[src/rtl/length_prefixed_deframer_defines.svh]
// ---------------------------------------------------------------------------
// Length-prefixed deframer assertion macros
// Shared concurrent assertion forms, clocked on clk, held off during rst.
// ---------------------------------------------------------------------------
`ifndef LENGTH_PREFIXED_DEFRAMER_DEFINES_SVH
`define LENGTH_PREFIXED_DEFRAMER_DEFINES_SVH

// same-cycle implication
`define LPD_ASSERT_NOW(name, clk, rst, ante, cons) \
  name: assert property (@(posedge clk) disable iff (rst) (ante) |-> (cons)) \
    else $error("lpd assertion failed");

// next-cycle implication
`define LPD_ASSERT_NEXT(name, clk, rst, ante, cons) \
  name: assert property (@(posedge clk) disable iff (rst) (ante) |=> (cons)) \
    else $error("lpd assertion failed");

`endif

[src/rtl/lpd_pkg.sv]
// ---------------------------------------------------------------------------
// Length-prefixed deframer package
// Widths, register codes, beat and result types, header size clamp.
// ---------------------------------------------------------------------------
package lpd_pkg;

  localparam int LengthBits = 16;
  localparam int MaxHeader  = 16;

  localparam int ByteW   = 8;
  localparam int TagW    = 16;
  localparam int HdrW    = 5;
  localparam int OffW    = 17;
  localparam int CfgIdxW = 2;
  localparam int CfgDataW = 16;

  typedef enum logic [CfgIdxW-1:0] {
    REG_HEADER_SIZE = 2'd0,
    REG_MAX_PAYLOAD = 2'd1
  } cfg_reg_t;

  typedef struct packed {
    logic [HdrW-1:0]       header_size;
    logic [LengthBits-1:0] max_payload;
  } cfg_t;

  typedef struct packed {
    logic [ByteW-1:0] data_byte;
    logic [TagW-1:0]  source_tag;
  } in_beat_t;

  typedef struct packed {
    logic [ByteW-1:0] out_byte;
    logic             frame_first;
    logic             frame_last;
    logic [OffW-1:0]  frame_offset;
    logic [OffW-1:0]  frame_total;
    logic             too_long;
    logic [TagW-1:0]  out_tag;
  } res_t;

  function automatic logic [HdrW-1:0] eff_header(input logic [HdrW-1:0] h);
    logic [HdrW-1:0] r;
    r = h;
    if (h < HdrW'(2)) r = HdrW'(2);
    else if (int'(h) > MaxHeader) r = HdrW'(MaxHeader);
    return r;
  endfunction

endpackage

[src/rtl/lpd_if.sv]
// ---------------------------------------------------------------------------
// Length-prefixed deframer channels
// Valid/ready channels for received bytes and tagged result bytes.
// ---------------------------------------------------------------------------
interface lpd_in_if;
  logic                       valid;
  logic                       ready;
  logic [lpd_pkg::ByteW-1:0]  data_byte;
  logic                       chunk_last;
  logic [lpd_pkg::TagW-1:0]   source_tag;

  modport source (output valid, data_byte, chunk_last, source_tag, input ready);
  modport sink (input valid, data_byte, chunk_last, source_tag, output ready);
endinterface

interface lpd_out_if;
  logic                       valid;
  logic                       ready;
  logic [lpd_pkg::ByteW-1:0]  out_byte;
  logic                       frame_first;
  logic                       frame_last;
  logic [lpd_pkg::OffW-1:0]   frame_offset;
  logic [lpd_pkg::OffW-1:0]   frame_total;
  logic                       too_long;
  logic [lpd_pkg::TagW-1:0]   out_tag;

  modport source (output valid, out_byte, frame_first, frame_last, frame_offset,
                  frame_total, too_long, out_tag, input ready);
  modport sink (input valid, out_byte, frame_first, frame_last, frame_offset,
                frame_total, too_long, out_tag, output ready);
endinterface

[src/rtl/lpd_cfg_regs.sv]
// ---------------------------------------------------------------------------
// Length-prefixed deframer configuration registers
// Header size and payload limit, written through a plain write port.
// ---------------------------------------------------------------------------
module lpd_cfg_regs (
  input  logic                          clk,
  input  logic                          rst,
  input  logic                          wr_en,
  input  logic [lpd_pkg::CfgIdxW-1:0]   wr_index,
  input  logic [lpd_pkg::CfgDataW-1:0]  wr_data,
  output lpd_pkg::cfg_t                 cfg
);
  import lpd_pkg::*;

  always_ff @(posedge clk) begin
    if (rst) begin
      cfg.header_size <= HdrW'(4);
      cfg.max_payload <= LengthBits'(2048);
    end else if (wr_en) begin
      unique case (wr_index)
        REG_HEADER_SIZE: cfg.header_size <= wr_data[HdrW-1:0];
        REG_MAX_PAYLOAD: cfg.max_payload <= wr_data[LengthBits-1:0];
        default: ;
      endcase
    end
  end

endmodule

[src/rtl/lpd_frame_track.sv]
// ---------------------------------------------------------------------------
// Length-prefixed deframer frame tracker
// Holds the frame offset and length, tags one beat per step.
// ---------------------------------------------------------------------------
module lpd_frame_track (
  input  logic              clk,
  input  logic              rst,
  input  logic              step,
  input  lpd_pkg::in_beat_t beat,
  input  lpd_pkg::cfg_t     cfg,
  output lpd_pkg::res_t     res
);
  import lpd_pkg::*;

  logic [OffW-1:0]       offset;
  logic [LengthBits-1:0] plen;
  logic                  known;

  logic [OffW-1:0]       offset_next;
  logic [LengthBits-1:0] plen_next;
  logic                  known_next;
  logic                  at_first;
  logic                  at_second;
  logic [OffW-1:0]       total;
  logic [OffW:0]         off_inc;
  logic                  last;

  always_comb begin
    at_first  = (offset == '0);
    at_second = (offset == OffW'(1)) && !known;
    off_inc   = {1'b0, offset} + (OffW+1)'(1);

    plen_next  = plen;
    known_next = known;
    if (at_first) begin
      plen_next  = LengthBits'(beat.data_byte);
      known_next = 1'b0;
    end else if (at_second) begin
      plen_next  = plen | LengthBits'({beat.data_byte, 8'h00});
      known_next = 1'b1;
    end

    total = '0;
    last  = 1'b0;
    if (known_next) begin
      total = OffW'(eff_header(cfg.header_size)) + OffW'(plen_next);
      last  = off_inc >= {1'b0, total};
    end

    res.out_byte     = beat.data_byte;
    res.frame_first  = at_first;
    res.frame_last   = last;
    res.frame_offset = offset;
    res.frame_total  = total;
    res.too_long     = known_next && (plen_next > cfg.max_payload);
    res.out_tag      = beat.source_tag;

    offset_next = last ? '0 : off_inc[OffW-1:0];
  end

  always_ff @(posedge clk) begin
    if (rst) begin
      offset <= '0;
      plen   <= '0;
      known  <= 1'b0;
    end else if (step) begin
      offset <= offset_next;
      plen   <= last ? '0 : plen_next;
      known  <= last ? 1'b0 : known_next;
    end
  end

endmodule

[src/rtl/length_prefixed_deframer.sv]
// ---------------------------------------------------------------------------
// Length-prefixed deframer
// Cuts a byte stream into length-prefixed frames and tags every byte.
// ---------------------------------------------------------------------------
// One byte in, one tagged byte out, at one beat per cycle while the
// receiver keeps ready high: an input register feeds the frame tracker and an
// output register holds the result. The first two header bytes carry the
// payload length, low byte first; frame_total and too_long are zero on the
// first header byte. Header-only frames end on the last header byte.
// Write configuration only while no beats are in flight.
// ---------------------------------------------------------------------------
`include "length_prefixed_deframer_defines.svh"

module length_prefixed_deframer (
  input  logic                          clk,
  input  logic                          rst,
  lpd_in_if.sink                        in_ch,
  lpd_out_if.source                     out_ch,
  input  logic                          wr_en,
  input  logic [lpd_pkg::CfgIdxW-1:0]   wr_index,
  input  logic [lpd_pkg::CfgDataW-1:0]  wr_data
);
  import lpd_pkg::*;

  cfg_t     cfg;
  in_beat_t in_beat;
  logic     in_valid;
  res_t     res;
  res_t     out_res;
  logic     out_valid;
  logic     adv;

  lpd_cfg_regs u_cfg (
    .clk      (clk),
    .rst      (rst),
    .wr_en    (wr_en),
    .wr_index (wr_index),
    .wr_data  (wr_data),
    .cfg      (cfg)
  );

  assign adv         = in_valid && (!out_valid || out_ch.ready);
  assign in_ch.ready = !in_valid || adv;

  always_ff @(posedge clk) begin
    if (rst) begin
      in_valid <= 1'b0;
    end else if (in_ch.ready) begin
      in_valid <= in_ch.valid;
    end
  end

  always_ff @(posedge clk) begin
    if (in_ch.valid && in_ch.ready) begin
      in_beat.data_byte  <= in_ch.data_byte;
      in_beat.source_tag <= in_ch.source_tag;
    end
  end

  lpd_frame_track u_track (
    .clk  (clk),
    .rst  (rst),
    .step (adv),
    .beat (in_beat),
    .cfg  (cfg),
    .res  (res)
  );

  always_ff @(posedge clk) begin
    if (rst) begin
      out_valid <= 1'b0;
    end else if (!out_valid || out_ch.ready) begin
      out_valid <= in_valid;
    end
  end

  always_ff @(posedge clk) begin
    if (adv) begin
      out_res <= res;
    end
  end

  assign out_ch.valid        = out_valid;
  assign out_ch.out_byte     = out_res.out_byte;
  assign out_ch.frame_first  = out_res.frame_first;
  assign out_ch.frame_last   = out_res.frame_last;
  assign out_ch.frame_offset = out_res.frame_offset;
  assign out_ch.frame_total  = out_res.frame_total;
  assign out_ch.too_long     = out_res.too_long;
  assign out_ch.out_tag      = out_res.out_tag;

  `LPD_ASSERT_NOW(a_first_no_len, clk, rst, out_valid && out_res.frame_first, out_res.frame_total == '0 && !out_res.too_long)
  `LPD_ASSERT_NOW(a_last_has_len, clk, rst, out_valid && out_res.frame_last, out_res.frame_total != '0)
  `LPD_ASSERT_NOW(a_len_after_hdr, clk, rst, out_valid && out_res.frame_offset > OffW'(1), out_res.frame_total != '0)
  `LPD_ASSERT_NEXT(a_out_held, clk, rst, out_valid && !out_ch.ready, out_valid && $stable(out_res))

endmodule

[src/flat_wrapper.sv]
// flat-port wrapper written by rule: the top's interface ports become plain ports
module length_prefixed_deframer_flat import lpd_pkg::*;
  (clk, rst, wr_en, wr_index, wr_data, in_ch_valid, in_ch_data_byte, in_ch_chunk_last, in_ch_source_tag, in_ch_ready, out_ch_valid, out_ch_out_byte, out_ch_frame_first, out_ch_frame_last, out_ch_frame_offset, out_ch_frame_total, out_ch_too_long, out_ch_out_tag, out_ch_ready);
  lpd_in_if in_ch_i ();
  lpd_out_if out_ch_i ();
  input  logic clk;
  input  logic rst;
  input  logic wr_en;
  input  logic [lpd_pkg::CfgIdxW-1:0] wr_index;
  input  logic [lpd_pkg::CfgDataW-1:0] wr_data;
  input wire logic [$bits(in_ch_i.valid)-1:0] in_ch_valid;
  input wire logic [$bits(in_ch_i.data_byte)-1:0] in_ch_data_byte;
  input wire logic [$bits(in_ch_i.chunk_last)-1:0] in_ch_chunk_last;
  input wire logic [$bits(in_ch_i.source_tag)-1:0] in_ch_source_tag;
  output wire logic [$bits(in_ch_i.ready)-1:0] in_ch_ready;
  output wire logic [$bits(out_ch_i.valid)-1:0] out_ch_valid;
  output wire logic [$bits(out_ch_i.out_byte)-1:0] out_ch_out_byte;
  output wire logic [$bits(out_ch_i.frame_first)-1:0] out_ch_frame_first;
  output wire logic [$bits(out_ch_i.frame_last)-1:0] out_ch_frame_last;
  output wire logic [$bits(out_ch_i.frame_offset)-1:0] out_ch_frame_offset;
  output wire logic [$bits(out_ch_i.frame_total)-1:0] out_ch_frame_total;
  output wire logic [$bits(out_ch_i.too_long)-1:0] out_ch_too_long;
  output wire logic [$bits(out_ch_i.out_tag)-1:0] out_ch_out_tag;
  input wire logic [$bits(out_ch_i.ready)-1:0] out_ch_ready;
  assign in_ch_i.valid = in_ch_valid;
  assign in_ch_i.data_byte = in_ch_data_byte;
  assign in_ch_i.chunk_last = in_ch_chunk_last;
  assign in_ch_i.source_tag = in_ch_source_tag;
  assign in_ch_ready = in_ch_i.ready;
  assign out_ch_valid = out_ch_i.valid;
  assign out_ch_out_byte = out_ch_i.out_byte;
  assign out_ch_frame_first = out_ch_i.frame_first;
  assign out_ch_frame_last = out_ch_i.frame_last;
  assign out_ch_frame_offset = out_ch_i.frame_offset;
  assign out_ch_frame_total = out_ch_i.frame_total;
  assign out_ch_too_long = out_ch_i.too_long;
  assign out_ch_out_tag = out_ch_i.out_tag;
  assign out_ch_i.ready = out_ch_ready;
  length_prefixed_deframer u_core (.clk(clk), .rst(rst), .in_ch(in_ch_i), .out_ch(out_ch_i), .wr_en(wr_en), .wr_index(wr_index), .wr_data(wr_data));
endmodule
[config.mk]
export PLATFORM = sky130hd
export DESIGN_NAME = length_prefixed_deframer_flat
export DESIGN_NICKNAME = d
export VERILOG_FILES = /design/src/rtl/lpd_pkg.sv /design/src/rtl/lpd_if.sv /design/src/rtl/lpd_cfg_regs.sv /design/src/rtl/lpd_frame_track.sv /design/src/rtl/length_prefixed_deframer.sv /design/src/flat_wrapper.sv
export VERILOG_INCLUDE_DIRS = /design/src /design/src/rtl
export SDC_FILE = /design/constraint.sdc
export NUM_CORES = 1
export LEC_CHECK = 0
export BUFFER_PORTS_ARGS = -buffer_cell sky130_fd_sc_hd__buf_2
export CELL_PAD_IN_SITES_DETAIL_PLACEMENT = 1
export CELL_PAD_IN_SITES_GLOBAL_PLACEMENT = 2
export CORE_ASPECT_RATIO = 1.5
export CORE_MARGIN = 5
export CORE_UTILIZATION = 40
export CTS_CLUSTER_SIZE = 12
export DETAILED_ROUTE_END_ITERATION = 6
export GPL_TIMING_DRIVEN = 0
export PLACE_DENSITY_LB_ADDON = 0.1
export SETUP_SLACK_MARGIN = 0.05
export SLEW_MARGIN = 5
export SYNTH_ARGS = -nofsm -noshare
export SYNTH_HDL_FRONTEND = slang
export SYNTH_SLANG_ARGS = --single-unit
[constraint.sdc]
create_clock -name clk -period 11.9 [get_ports clk]
set_input_delay 0 -clock clk [delete_from_list [all_inputs] [get_ports clk]]
set_output_delay 0 -clock clk [all_outputs]
set_load 0.02 [all_outputs]
; ---- Yosys cells after proc, flatten, opt, wreduce, memory -nomap -nowiden
; Cells that the tools add are included.
[classes]
n_bitwise = 1
n_reduce_logical = 13
muxes = 11
addsub = 2
eq_ne = 2
magnitude_cmp = 4
[op_table]
columns = cell, n
row1 = 16-bit 2-to-1 mux, 3
row2 = 17-bit by 1-bit adder with 18-bit output (second input constant), 1
row3 = 18-bit by 17-bit greater-or-equal comparator with 1-bit output, 1
row4 = 5-bit by 16-bit adder with 17-bit output, 1
row5 = 17-bit by 1-bit equality test with 1-bit output (second input constant), 1
row6 = 17-bit logical NOT, 1
row7 = 17-bit 2-to-1 mux, 1
row8 = 16-bit greater-than comparator, 1
row9 = 16-bit bitwise OR, 1
row10 = 5-bit 2-to-1 mux, 3
row11 = 5-bit greater-than comparator (second input constant), 1
row12 = 5-bit by 2-bit < comparator with 1-bit output (second input constant), 1
row13 = 1-bit logical AND, 4
row14 = 1-bit 2-to-1 mux, 4
row15 = 2-bit AND reduction, 2
row16 = 1-bit logical NOT, 3
row17 = 2-bit by 1-bit equality test with 1-bit output (second input constant), 1
row18 = 2-bit logical NOT, 1
row19 = 1-bit logical OR, 2
[word_totals]
word_cells = 49
inputBits = 48
regBits = 142
out_inout_bits = 63

; ---- Longest topological paths before layout
; Gate-level depths: netlist of the first run.
[logic_depth]
word_depth = 9
depth_mapped = 24
depth_no_buf = 22

; ---- By module
; A second synthesis of the first run with hierarchy kept.
[unflattened]
hier_cells = 647
hier_area_um2 = 6979.2
[by_module_without_submodules]
columns = module, area_each_um2, instances, seq_area_each_um2, cells_per_inst
row1 = lpd_frame_track, 3395.8, 1, 680.7, 463
row2 = length_prefixed_deframer, 2656.3, 1, 2592.5, 95
row3 = lpd_cfg_regs, 927.1, 1, 420.4, 89

; ---- Worst setup path after synthesis of the first run
; No wires, ideal clock.
[synth_timing]
kind = flip-flop to flip-flop
startpoint = reg u_core.u_track.offset[0]
endpoint = reg u_core.u_track.offset[4]
arrival_time_ps = 4550
setup_slack_ps = 7233
n_path_buf = 2
path_stages_with_launch = 23
cell_sequence = dfxtp_1 inv_1 ha_1 nor4b_2 and4_1 buf_6 mux2i_1 inv_1 ha_1 fa_1 a21o_1 a21o_1 a21oi_1 a211oi_4 nand4_2 xor2_1 ha_1 nand2_1 or3_1 o21ai_0 o21ai_1 clkbuf_1 a22o_2
[synth_via]
elab_chain_cells = 8
word_cells_on_any_way = 12
cone_classes = 2 x add/sub / 1 x order compare / 1 x eq/ne / 6 x mux / 2 x reduce/logical
[synth_lines]
columns = item, line
row1 = "start, declared", lpd_frame_track.sv:15  ; logic [OffW-1:0] offset;
row2 = "start signal, assigned", lpd_frame_track.sv:67  ; offset <= offset_next;
row3 = 17-bit by 1-bit equality test with 1-bit output, lpd_frame_track.sv:30  ; at_second = (offset == OffW'(1)) && !known;
row4 = 1-bit logical AND, lpd_frame_track.sv:30
row5 = 16-bit 2-to-1 mux, lpd_frame_track.sv:38  ; end else if (at_second) begin
row6 = 16-bit 2-to-1 mux, lpd_frame_track.sv:35  ; if (at_first) begin
row7 = 5-bit by 16-bit adder with 17-bit output, lpd_frame_track.sv:46  ; total = OffW'(eff_header(cfg.header_size)) + OffW'(plen_next);
row8 = 18-bit by 17-bit greater-or-equal comparator with 1-bit output, lpd_frame_track.sv:47  ; last = off_inc >= {1'b0, total};
row9 = 1-bit 2-to-1 mux, lpd_frame_track.sv:45  ; if (known_next) begin
row10 = 17-bit 2-to-1 mux (*), lpd_frame_track.sv:58  ; offset_next = last ? '0 : off_inc[OffW-1:0];
; Mark *: on every way between the ends. The rest lies on a longest branch, timed or not.
; A chain may end at the register's enable or synchronous reset.

; ---- Worst setup path in the final report of the first run
[layout_timing]
startpoint = reg u_core.u_track.offset[0]
endpoint = reg u_core.u_track.plen[12]
[layout_via]
elab_chain_cells = 8
word_cells_on_any_way = 12
cone_classes = 2 x add/sub / 1 x order compare / 1 x eq/ne / 6 x mux / 2 x reduce/logical
[layout_lines]
columns = item, line
row1 = 17-bit by 1-bit equality test with 1-bit output, lpd_frame_track.sv:30
row2 = 1-bit logical AND, lpd_frame_track.sv:30
row3 = 16-bit 2-to-1 mux, lpd_frame_track.sv:38
row4 = 16-bit 2-to-1 mux, lpd_frame_track.sv:35
row5 = 5-bit by 16-bit adder with 17-bit output, lpd_frame_track.sv:46
row6 = 18-bit by 17-bit greater-or-equal comparator with 1-bit output, lpd_frame_track.sv:47
row7 = 1-bit 2-to-1 mux, lpd_frame_track.sv:45
row8 = 16-bit 2-to-1 mux (*), lpd_frame_track.sv:68  ; plen <= last ? '0 : plen_next;
row9 = "end signal, assigned", lpd_frame_track.sv:68
row10 = "end, declared", lpd_frame_track.sv:16  ; logic [LengthBits-1:0] plen;
; Marks and branches as above.

==> results of run 1 <==
-- stage by stage --
stage | instances | utilization | setup slack [ns]
finish | 956 | 0.515 | 5.67
global route | 956 | 0.515 | 5.30
CTS | 956 | 0.515 | 5.60
detailed placement | 881 | 0.454 | 5.63
global placement | 880 | 0.453 | 5.75
floorplan | 566 | - | 7.23
-- final timing paths --
check	startpoint	endpoint	slack, ns	cells after the start
max	u_core.u_track.offset[0]	u_core.u_track.plen[12]	5.67	22
min	wr_index[1]	u_core.u_cfg.cfg[20]	0.07	4
max reg2reg	u_core.u_track.offset[0]	u_core.u_track.plen[12]	5.67	22
min reg2reg	u_core.in_beat[1]	u_core.out_ch.out_tag[1]	0.42	0
-- kinds of logic (layout without fill, tap and decap cells) --
| kind of cell | after synthesis | count (layout) | share of synthesized area |
|---|---|---|---|
| AO/OA/AOI/OAI | 110 | 110 | 0.115 |
| buffers and inverters | 48 | 232 | 0.0323 |
| flip-flops | 142 | 142 | 0.568 |
| XOR/XNOR | 28 | 28 | 0.0377 |
| adder cells (fa/ha/maj) | 42 | 42 | 0.0820 |
| AND/OR/NAND/NOR | 188 | 188 | 0.153 |
| multiplexers | 8 | 8 | 0.0123 |
-- routing by layer --
metal	global-route usage	vias to the layer above	wire length, um
met4	0.0863	0	615
li1	-	2405	-
met3	0.0299	43	604
met5	0	-	0
met1	0.195	2405	6400
met2	0.370	118	9970
-- synth_stat cells (3+ instances only) --
cell type | number | area share
nor2_2 | 3 | 0.0029
o21ai_0 | 15 | 0.012
a21o_1 | 4 | 0.0046
mux2i_1 | 8 | 0.012
a22o_1 | 22 | 0.030
clkbuf_1 | 12 | 0.0069
nand4_1 | 10 | 0.0096
nor3_1 | 4 | 0.0031
a31oi_1 | 12 | 0.012
dfxtp_1 | 57 | 0.18
nor2b_1 | 9 | 0.0087
and4_1 | 4 | 0.0054
ha_1 | 41 | 0.079
o21ai_1 | 3 | 0.0023
nand2_1 | 62 | 0.036
edfxtp_1 | 85 | 0.39
nand2b_1 | 6 | 0.0058
o21a_1 | 4 | 0.0046
inv_1 | 26 | 0.015
buf_2 | 6 | 0.0046
a211oi_1 | 3 | 0.0035
nand3_1 | 12 | 0.0092
nor4_1 | 3 | 0.0029
xnor2_1 | 17 | 0.023
xor2_1 | 11 | 0.015
nor2_1 | 49 | 0.028
a21oi_1 | 32 | 0.025
and3_1 | 3 | 0.0029
o211ai_1 | 3 | 0.0035
a211o_1 | 5 | 0.0067
-- layout make-up --
type | count | area [um^2] | area share
timing repair buffer | 152 | 991 | 0.119
tap | 206 | 258 | 0.0311
clock buffer | 17 | 425 | 0.0513
buffer | 22 | 113 | 0.0136
clock inverter | 15 | 123 | 0.0148
sequential | 142 | 3690 | 0.445
multi-input combinational | 376 | 2590 | 0.313
inverter | 26 | 97.6 | 0.0118
-- power by group through the flow --
| stage | Sequential (mW) | Combinational [mW] | Clock [mW] |
|---|---|---|---|
| 2_1_floorplan | 0.583 | 0.151 | 0 |
| 3_3_place_gp | 0.573 | 0.232 | 0 |
| 3_5_place_dp | 0.574 | 0.242 | 0 |
| 4_1_cts | 0.563 | 0.255 | 0.510 |
| 5_1_grt | 0.565 | 0.278 | 0.533 |
| 6_report | 0.563 | 0.252 | 0.500 |
-- critical path: cells and delay by family (launching register included) --
family                     cells  cell delay (ns)
AOI/OAI and AO/OA              8             2.12
adders and majority gates      4             1.20
and+or+nand+nor                4             0.81
muxes                          1             0.38
DFF                            1             0.42
buffers and inverters          4             0.95
xor gates and xnor gates       1             0.29
-- registers in the layout, summed over array words and instances, names as in the netlist --
register	count
u_core.u_track.known	1
u_core.in_beat	24
u_core.out_ch.out_byte	8
u_core.u_cfg.cfg	21
u_core.out_ch.frame_offset	17
u_core.u_track.offset	17
u_core.out_ch.frame_total	17
u_core.out_ch.out_tag	16
u_core.out_ch.frame_last	1
u_core.in_valid	1
u_core.out_ch.valid	1
u_core.out_ch.too_long	1
u_core.u_track.plen	16
u_core.out_ch.frame_first	1
-- cells in the final DEF, fill, tap and decap left out, types with 12 or more instances in the layout --
master,n
dlygate4sd3_1,43
buf_2,114
xnor2_1,17
dfxtp_1,57
clkbuf_1,12
nand2_1,62
ha_1,41
nand3_1,12
a21oi_1,32
a22o_1,22
o21ai_0,15
edfxtp_1,85
nor2_1,49
clkbuf_16,17
inv_1,25
a31oi_1,12
-- repair_timing --
action,4_1_cts,5_1_grt
setup endpoints to repair,0,0
hold buffers,43,0
endpoints found under the hold margin,47,0
buffers inserted,0,0
==> reports/qor.txt, run 1 <==
Mapped Avg Cell Area: 11.5 um^2
EDFF count, synth: 85
Initial Util: 0.403
Leakage: 3.31 nW
Core Area: 0.0161 mm^2
Final TNS setup: 0 ns
Worst EP required: 12.26 ns
Sw Pwr: 0.396 mW
Final wirelength: 17,600 um
Design Area, Final: 0.00830 mm^2
RD Place Congestion: 0.769
Final HPWL DP: 13,400 um
Synthesized instance count: 566
Period Utilization, post-route: 0.523
Async SR Flop Fraction: 0
P per Cell Area: 158 mW/mm^2
Worst path slowest cell: clkbuf_1
Post-synth cell types: 57
Slew HR: 0.268
Inserted Diodes: 0
Total die area: 0.0189 mm^2
CTS H-Tree Depth: 4
TritonCTS buffer count: 17
Port Buf Inserts: 108
1st-pass router iterations: 4
Mapped Nets: 656
Rows: 57
Unrepaired setup endpoints after global routing: no
First-pass GRT wire length: 28,300 um
CP Capture Type: flip-flop
Worst Skew: 0.0128 ns
PnR Total Power: 1.31 mW
Endpoints failing setup: 0
Die Span Y: 166 um
Share of total power in the clock network: 0.380
Fin. Hold Viols: 0
Sequential power share: 0.428
Number of vias per cell: 5.20
Grt ovf: 0
Sink Count: 142
CTS tree: yes
Maximum vdd drop: 76.4 uV
CP Cell Sequence: inv_1 -> ha_1 -> nor4b_2 -> and4_1 -> buf_6 -> mux2i_1 -> inv_1 -> ha_1 -> fa_1 -> a21o_1 -> a21o_1 -> a21oi_1 -> a21oi_1 -> xnor2_1 -> ha_1 -> nand4_1 -> nor2_1 -> a211oi_1 -> o21ai_0 -> o21ai_1 -> clkbuf_1 -> a22o_1
Sw Ratio: 0.302
Post_cts resized: 0
Antenna-violating nets left: 0
Max Cap Violations: 0
Initial DRC count: 255
Clk slew on worst S/H paths: 0.06 ns
Die X-Extent: 114 um
Minimum clock period: 6.23 ns
Antenna violations before repair: 0
Status: completed
Gate power share: 0.191
Area delta synth->final: 27.6%
Io pins: 111
Fillcell total: 1,764
#FFs+latches synth: 142
Pint: 0.918 mW
Clk_lat worst skew: 0.42 ns
Max-slew violation count: 0
Total GRT Usage: 0.191
CTS Buffer Depth: 2
CTS Root Buffer Type: clkbuf_16
Worst min path class: primary input to flip-flop
Number of global-route vias before repair: 5,502
Share of cells above drive strength 1: 0.227
Crit path kind: flip-flop to flip-flop
Fin nets: 827
Placed instance area: 0.00732 mm^2
Crit-path max cell delay: 0.58 ns
Min Hold Slack: 0.0651 ns
Residual DRC count: 0
Mapped Area: 0.00650 mm^2
Yosys warnings: 0
DR WL/cell: 18.4 um
Sequential fraction of the synthesis area: 0.568
Vias post-DR: 4,971
Largest net degree at the start of global routing: 46
Top_reg_cell synth: edfxtp_1
Worst-margin pin slew: 1.10 ns
Crit path DAT: 6.58 ns
CP startpoint kind: flip-flop
Max FO, Critical Path: 10
Most used cell along the critical path: ha_1
Max Freq: 161 MHz
No activity file was read; power rests on OpenSTA's default activity.
==> run 2, diff against run 1 <==
--- a/config.mk
+++ b/config.mk
@@ -11,7 +11,7 @@
 export CELL_PAD_IN_SITES_GLOBAL_PLACEMENT = 2
 export CORE_ASPECT_RATIO = 1.5
 export CORE_MARGIN = 5
-export CORE_UTILIZATION = 40
+export CORE_UTILIZATION = 33
 export CTS_CLUSTER_SIZE = 12
 export DETAILED_ROUTE_END_ITERATION = 6
 export GPL_TIMING_DRIVEN = 0
==> constraint.sdc (replaced) <==
create_clock -name clk -period 5.6 [get_ports clk]
set_input_delay 0 -clock clk [delete_from_list [all_inputs] [get_ports clk]]
set_output_delay 0 -clock clk [all_outputs]
set_load 0.02 [all_outputs]
==> run 2 against run 1 <==
Clock-buffer cell count grew 2. Hold slack got worse by 0.013 ns. Register-to-register slack worse by 5.2 ns. Global-route usage fell by 2.6 points. Via count fell by 1.4%. Wire length up 4.5%. Critical endpoint is now u_core.u_track.offset[2]. Highest routed layer unchanged. Die area increased by 20%. Critical path depth rose by 2. Clock skew fell by 0.0048 ns. Final cell count up 6.1%. Power is 120% higher.
==> reports/qor.txt, run 2 (synthesized netlist as in run 1, its figures left out) <==
CTS H-Tree Depth: 4 (unchanged)
Max FO, Critical Path: 10 (unchanged)
Worst Hold Launch: wr_index[1]
Final wirelength: 18,400 um (+4.5%)
Die X-Extent: 125 um (+9.2%)
Initial Util: 0.332 (-0.0708)
Vias post-DR: 4,899 (-1.4%)
Slew HR: 0.244 (-0.0248)
First-pass GRT wire length: 28,800 um (+1.8%)
Io pins: 111 (unchanged)
Antenna-violating nets left: 0 (unchanged)
Max reg flops: 24 (unchanged)
Largest net degree at the start of global routing: 33 (-28%)
Total GRT Usage: 0.165 (-0.0261)
Die Span Y: 182 um (+9.5%)
Number of vias per cell: 4.83 (-7.1%)
Critical Path Stages: 24 (+9.1%)
Design Area, Final: 0.00853 mm^2 (+2.9%)
Number of global-route vias before repair: 5,297 (-3.7%)
Most frequent cells in the layout: buf_2 (112), edfxtp_1 (85), nand2_1 (62)
Clk slew on worst S/H paths: 0.06 ns (about the same)
CP Capture Type: flip-flop
Most flop-heavy register: u_core.in_beat
Final HPWL DP: 14,000 um (+4.5%)
Unrepaired setup endpoints after global routing: no
Inserted Diodes: 0 (unchanged)
TritonCTS buffer count: 17 (unchanged)
CP startpoint kind: flip-flop
Worst min path class: primary input to flip-flop
Residual DRC count: 0 (unchanged)
Maximum vdd drop: 169 uV (+120%)
Worst path slowest cell: fa_1
Rows: 63 (+11%)
DR WL/cell: 18.1 um (-1.5%)
R2R Path End: u_core.u_track.offset[2]
1st-pass router iterations: 4 (unchanged)
Share of total power in the clock network: 0.393 (+0.013)
Share of cells above drive strength 1: 0.241 (+0.0147)
Final TNS setup: 0 ns (unchanged)
Max Cap Violations: 0 (unchanged)
Antenna violations before repair: 0 (unchanged)
Biggest regs: u_core.in_beat: 24 flops, u_core.u_cfg.cfg: 21 flops
Period Utilization, post-route: 0.923 (+0.399)
Status: completed
Fillcell total: 2,198 (+25%)
Hold depth: 4 (unchanged)
Sequential power share: 0.412 (-0.016)
Reg-to-reg setup timing slack: 0.43 ns (-5.24 ns)
Minimum clock period: 5.17 ns (-1.06 ns)
P per Cell Area: 341 mW/mm^2 (+110%)
Gate power share: 0.195 (+0.004)
CTS Buffer Depth: 2 (unchanged)
R2r worst-path depth: 24 (+9.1%)
Core Area: 0.0195 mm^2 (+21%)
Sw Pwr: 0.815 mW (+110%)
Max-slew violation count: 0 (unchanged)
Pint: 2.09 mW (+130%)
Hold Path End: u_core.u_cfg.cfg[19]
Worst-margin pin slew: 1.13 ns (+0.0372 ns)
Leakage: 3.37 nW (+1.8%)
Most used cell along the critical path: ha_1
CTS tree: yes
Grt ovf: 0 (unchanged)
Delay-heaviest family, CP: compound AO/OA/AOI/OAI gates
Endpoints failing setup: 0 (unchanged)
Max Freq: 193 MHz (+21%)
CP Cell Sequence: inv_1 -> ha_1 -> nor4b_4 -> and4_1 -> buf_6 -> mux2i_4 -> inv_1 -> ha_1 -> fa_1 -> a21o_1 -> a21o_1 -> a21oi_4 -> a211oi_4 -> nand4b_1 -> xor2_2 -> ha_1 -> o21ai_0 -> o21ai_0 -> o211ai_1 -> nand3_1 -> o21ai_4 -> buf_6 -> a21oi_1 -> a31oi_1
Port Buf Inserts: 108 (unchanged)
Sink Count: 142 (unchanged)
Commonest non-fill, non-tap cell in the layout: buf_2
Worst EP required: 5.94 ns (-6.32 ns)
Fin. Hold Viols: 0 (unchanged)
PnR Total Power: 2.91 mW (+120%)
Initial DRC count: 258 (+1.2%)
R2r startpoint: u_core.u_track.offset[1]
WP buf/inv: 4 (unchanged)
Crit path kind: flip-flop to flip-flop
Clk_lat worst skew: 0.43 ns (about the same)
Fin nets: 831 (+0.48%)
Area delta synth->final: 31.3%
Total die area: 0.0227 mm^2 (+20%)
Crit-path max cell delay: 0.42 ns (-0.16 ns)
Placed instance area: 0.00738 mm^2 (+0.92%)
Crit path DAT: 5.51 ns (-1.07 ns)
Sw Ratio: 0.280 (-0.0213)
Worst Skew: 0.00802 ns (-0.00477 ns)
CTS Root Buffer Type: clkbuf_16
RD Place Congestion: 0.815 (+6.0%)
## run 2: changes by cell type in the layout (fill, tap and decap cells not counted), sizes merged
cell / before / now
inv: 35 / 28
buf: 119 / 123
bufinv: 0 / 3
clkbuf: 29 / 31
clkinv: 4 / 6
## run 2: metal layers
metal,vias up,routed length [um],part of all wire,track usage
met2,87,10500,0.57,0.325
met4,0,493,0.027,0.0663
met3,26,550,0.030,0.0371
met1,2374,6830,0.37,0.165
met5,-,0,0,0
li1,2412,-,-,-
## run 2: final cells by class
class                   count  area [um^2]  area share
clock buffers              19          433      0.0507
flip-flops and latches    142         3690       0.433
inverters                  26         97.6      0.0114
clock inverters            13          165      0.0194
plain buffers              22          129      0.0151
well taps                 260          325      0.0381
repair buffers            156         1020       0.120
multi-input cells         376         2670       0.313
## run 2: worst max-delay path by stage
| stage | startpoint | to |
|---|---|---|
| 2_1_floorplan | u_core.u_track.offset[0] | u_core.u_track.offset[4] |
| 3_3_place_gp | u_core.u_track.offset[0] | u_core.u_track.offset[4] |
| 3_5_place_dp | u_core.u_track.offset[0] | u_core.u_track.offset[4] |
| 4_1_cts | u_core.u_track.offset[0] | u_core.u_track.offset[4] |
| 5_1_grt | u_core.u_track.offset[1] | u_core.u_track.offset[5] |
| 6_report | u_core.u_track.offset[1] | u_core.u_track.offset[2] |
## run 2: repair_timing
action	in CTS	in global routing
setup endpoints to repair	35	33
buffers inserted	2	2
gates resized for setup	10	10
hold endpoints to repair	47	0
hold buffers	43	0
pin swaps	2	2
## run 2: per-stage QoR
step	utilization	hold WS, ns	cells	worst slack (ns)
6_report	0.437	0.0519	1014	0.432
3_5_place_dp	0.378	0.179	935	-0.904
5_1_grt	0.437	0.0800	1014	0.0603
2_1_floorplan	-	0.0989	566	0.933
4_1_cts	0.433	0.0360	1012	0.0701
3_3_place_gp	0.377	0.177	934	-0.771
## run 2: tightest hold or removal path, cell delays in order
cell and delay, ns:
buf_2 0.09, nor3b_1 0.13, mux2i_1 0.15, nor2_1 0.07
## run 2: power groups by stage
stage | sequential (mW) | clock (mW) | combinational (mW)
after floorplan | 1.24 | 0 | 0.320
after global placement | 1.22 | 0 | 0.500
after detailed placement | 1.22 | 0 | 0.519
after CTS | 1.20 | 1.17 | 0.559
after global routing | 1.20 | 1.22 | 0.633
final | 1.20 | 1.14 | 0.566
==> run 3, diff against run 2 <==
--- a/config.mk
+++ b/config.mk
@@ -10,7 +10,6 @@
 export CELL_PAD_IN_SITES_DETAIL_PLACEMENT = 1
 export CELL_PAD_IN_SITES_GLOBAL_PLACEMENT = 2
 export CORE_ASPECT_RATIO = 1.5
-export CORE_MARGIN = 5
 export CORE_UTILIZATION = 33
 export CTS_CLUSTER_SIZE = 12
 export DETAILED_ROUTE_END_ITERATION = 6
==> run 3 against run 2 <==
Fmax shrank 1.6%. Register-to-register slack got worse by 0.09 ns. Worst setup slack worse by 0.087 ns. Clock power decreased by 6%. Critical endpoint is now u_core.u_track.offset[4]. Highest routed layer unchanged. Critical path depth down 1. Core utilization is 0.31 points higher. Largest power group unchanged. Sequential power about the same. Design area down 0.89%. Final cell count fell by 0.39%. Sequential share of layout area is 0.39 points higher. Die area decreased by 11%.
==> reports/qor.txt, run 3 (synthesized netlist as in run 1, its figures left out) <==
Crit path DAT: 5.57 ns (+0.06 ns)
Worst Skew: 0.0162 ns (+0.00814 ns)
Max FO, Critical Path: 10 (unchanged)
Total GRT Usage: 0.189 (+0.0240)
1st-pass router iterations: 4 (unchanged)
First-pass GRT wire length: 28,300 um (-1.9%)
Delay-heaviest family, CP: compound AO/OA/AOI/OAI gates
Number of vias per cell: 4.90 (+1.4%)
Slew HR: 0.212 (-0.0321)
Placed Cells: 931 (-0.43%)
Share of total power in the clock network: 0.377 (-0.016)
Worst-margin pin slew: 1.18 ns (+0.0481 ns)
DR WL/cell: 17.8 um (-2.0%)
CP Capture Type: flip-flop
Max-slew violation count: 0 (unchanged)
Crit-path max cell delay: 0.41 ns (about the same)
Biggest regs: u_core.in_beat: 24 flops, u_core.u_cfg.cfg: 21 flops
Rows: 62 (-1.6%)
Grt ovf: 0 (unchanged)
Total die area: 0.0203 mm^2 (-11%)
Final HPWL DP: 13,500 um (-4.0%)
Area delta synth->final: 30.2%
Initial Util: 0.338 (+0.00536)
CTS tree: yes
PnR Total Power: 2.83 mW (-2.8%)
CTS Root Buffer Type: clkbuf_16
CP Cell Sequence: inv_1 -> ha_2 -> nor4b_4 -> and4_1 -> buf_6 -> mux2i_4 -> inv_1 -> ha_1 -> fa_1 -> a21o_1 -> a21o_1 -> a21oi_4 -> a21oi_1 -> xnor2_2 -> ha_1 -> nand4_1 -> nor4_1 -> a21oi_1 -> o21ai_1 -> o21ai_2 -> buf_4 -> buf_2 -> a22o_2
CTS Buffer Depth: 2 (unchanged)
Io pins: 111 (unchanged)
Vias post-DR: 4,946 (+0.96%)
Inserted Diodes: 0 (unchanged)
Die Span Y: 174 um (-4.4%)
Pint: 2.00 mW (-4.3%)
Initial DRC count: 221 (-14%)
Leakage: 3.34 nW (-0.80%)
Residual DRC count: 0 (unchanged)
Worst min path class: primary input to flip-flop
Final wirelength: 17,900 um (-2.4%)
Maximum vdd drop: 191 uV (+13%)
Period Utilization, post-route: 0.938 (+0.0155)
CTS H-Tree Depth: 4 (unchanged)
Max Cap Violations: 0 (unchanged)
Die X-Extent: 117 um (-6.4%)
Antenna-violating nets left: 0 (unchanged)
P per Cell Area: 334 mW/mm^2 (-1.9%)
Sequential power share: 0.424 (+0.012)
Share of cells above drive strength 1: 0.243 (+0.00133)
Crit path kind: flip-flop to flip-flop
Antenna violations before repair: 0 (unchanged)
CP startpoint kind: flip-flop
Sw Ratio: 0.292 (+0.0115)
Min Hold Slack: 0.0578 ns (+0.00587 ns)
Gate power share: 0.199 (+0.004)
Minimum clock period: 5.26 ns (+0.0867 ns)
Sink Count: 142 (unchanged)
WP buf/inv: 5 (+1)
Max Freq: 190 MHz (-1.6%)
Clk_lat worst skew: 0.43 ns (about the same)
Fin nets: 831 (unchanged)
Most flop-heavy register: u_core.in_beat
Sw Pwr: 0.825 mW (+1.2%)
Max reg flops: 24 (unchanged)
Most frequent cells in the layout: buf_2 (114), edfxtp_1 (85), nand2_1 (62)
Number of global-route vias before repair: 5,382 (+1.6%)
Worst path slowest cell: fa_1
Core Area: 0.0192 mm^2 (-1.6%)
Final Non-Filler Cells: 1,010 (-0.39%)
Port Buf Inserts: 108 (unchanged)
Clk slew on worst S/H paths: 0.06 ns (about the same)
RD Place Congestion: 0.762 (-6.5%)
Unrepaired setup endpoints after global routing: no
Commonest non-fill, non-tap cell in the layout: buf_2
Status: completed
TritonCTS buffer count: 17 (unchanged)
Worst EP required: 5.91 ns (-0.03 ns)
Endpoints failing setup: 0 (unchanged)
Fin. Hold Viols: 0 (unchanged)
Largest net degree at the start of global routing: 35 (+6.1%)
==> run 3: changes by cell type in the layout (fill, tap and decap cells not counted), sizes merged <==
cell and delta:
bufinv -2, inv +1, buf +1, clkinvlp +1, clkbuf -1
==> run 3: final timing paths <==
kind	start	to	cells after the start	slack, ns
max	u_core.u_track.offset[1]	u_core.u_track.offset[4]	23	0.34
min	wr_index[1]	u_core.u_cfg.cfg[20]	4	0.06
min reg2reg	u_core.in_beat[11]	u_core.out_ch.out_tag[11]	0	0.42
max reg2reg	u_core.u_track.offset[1]	u_core.u_track.offset[4]	23	0.34
==> run 3: through the flow <==
stage                     setup TNS [ns]   util  cell area [um^2]  setup slack (ns)
final                                  0  0.440              8460             0.345
after global routing                   0  0.440              8460            0.0580
after CTS                              0  0.437              8410             0.109
after detailed placement          -15.02  0.384              7380            -0.721
after global placement            -11.17  0.383              7360            -0.556
after floorplan                        0      -              6500             0.933
==> run 3: final cells by class <==
class | instances | area, um^2
Sequential cell | 142 | 3690
Inverter | 26 | 97.6
Clock buffer | 19 | 433
Fill cell | 2173 | 10800
Tap cell | 256 | 320
Buffer | 22 | 116
Timing Repair Buffer | 156 | 1020
Multi-Input combinational cell | 376 | 2660
Clock inverter | 13 | 115
==> run 3: worst register-to-register path, cell delays in order, from the launching register on <==
cell and delay, ns:
dfxtp_1 0.36, inv_1 0.12, ha_2 0.24, nor4b_4 0.23, and4_1 0.25, buf_6 0.18
mux2i_4 0.29, inv_1 0.07, ha_1 0.22, fa_1 0.42, a21o_1 0.20, a21o_1 0.22
a21oi_4 0.23, a21oi_1 0.10, xnor2_2 0.17, ha_1 0.32, nand4_1 0.21, nor4_1 0.27
a21oi_1 0.13, o21ai_1 0.17, o21ai_2 0.08, buf_4 0.17, buf_2 0.21, a22o_2 0.29
==> run 3: power groups by stage <==
| stage | clock [mW] | combinational [mW] | sequential, mW |
|---|---|---|---|
| floorplan | 0 | 0.320 | 1.24 |
| global placement | 0 | 0.497 | 1.22 |
| detailed placement | 0 | 0.515 | 1.22 |
| CTS | 1.09 | 0.555 | 1.20 |
| global route | 1.13 | 0.625 | 1.20 |
| finish | 1.07 | 0.563 | 1.20 |
==> run 3: per-layer routing <==
metal	global-route usage	share of wire
met5	0	0
met4	0.114	0.049
met3	0.0336	0.022
met2	0.345	0.55
met1	0.196	0.38
==> run 3: what timing repair did <==
| item | in CTS | in global routing |
|---|---|---|
| setup endpoints to repair | 31 | 28 |
| resized for setup | 10 | 6 |
| hold endpoints to repair | 47 | 0 |
| pin swaps | 1 | 0 |
| hold buffers | 43 | 0 |
| setup buffers | 1 | 3 |
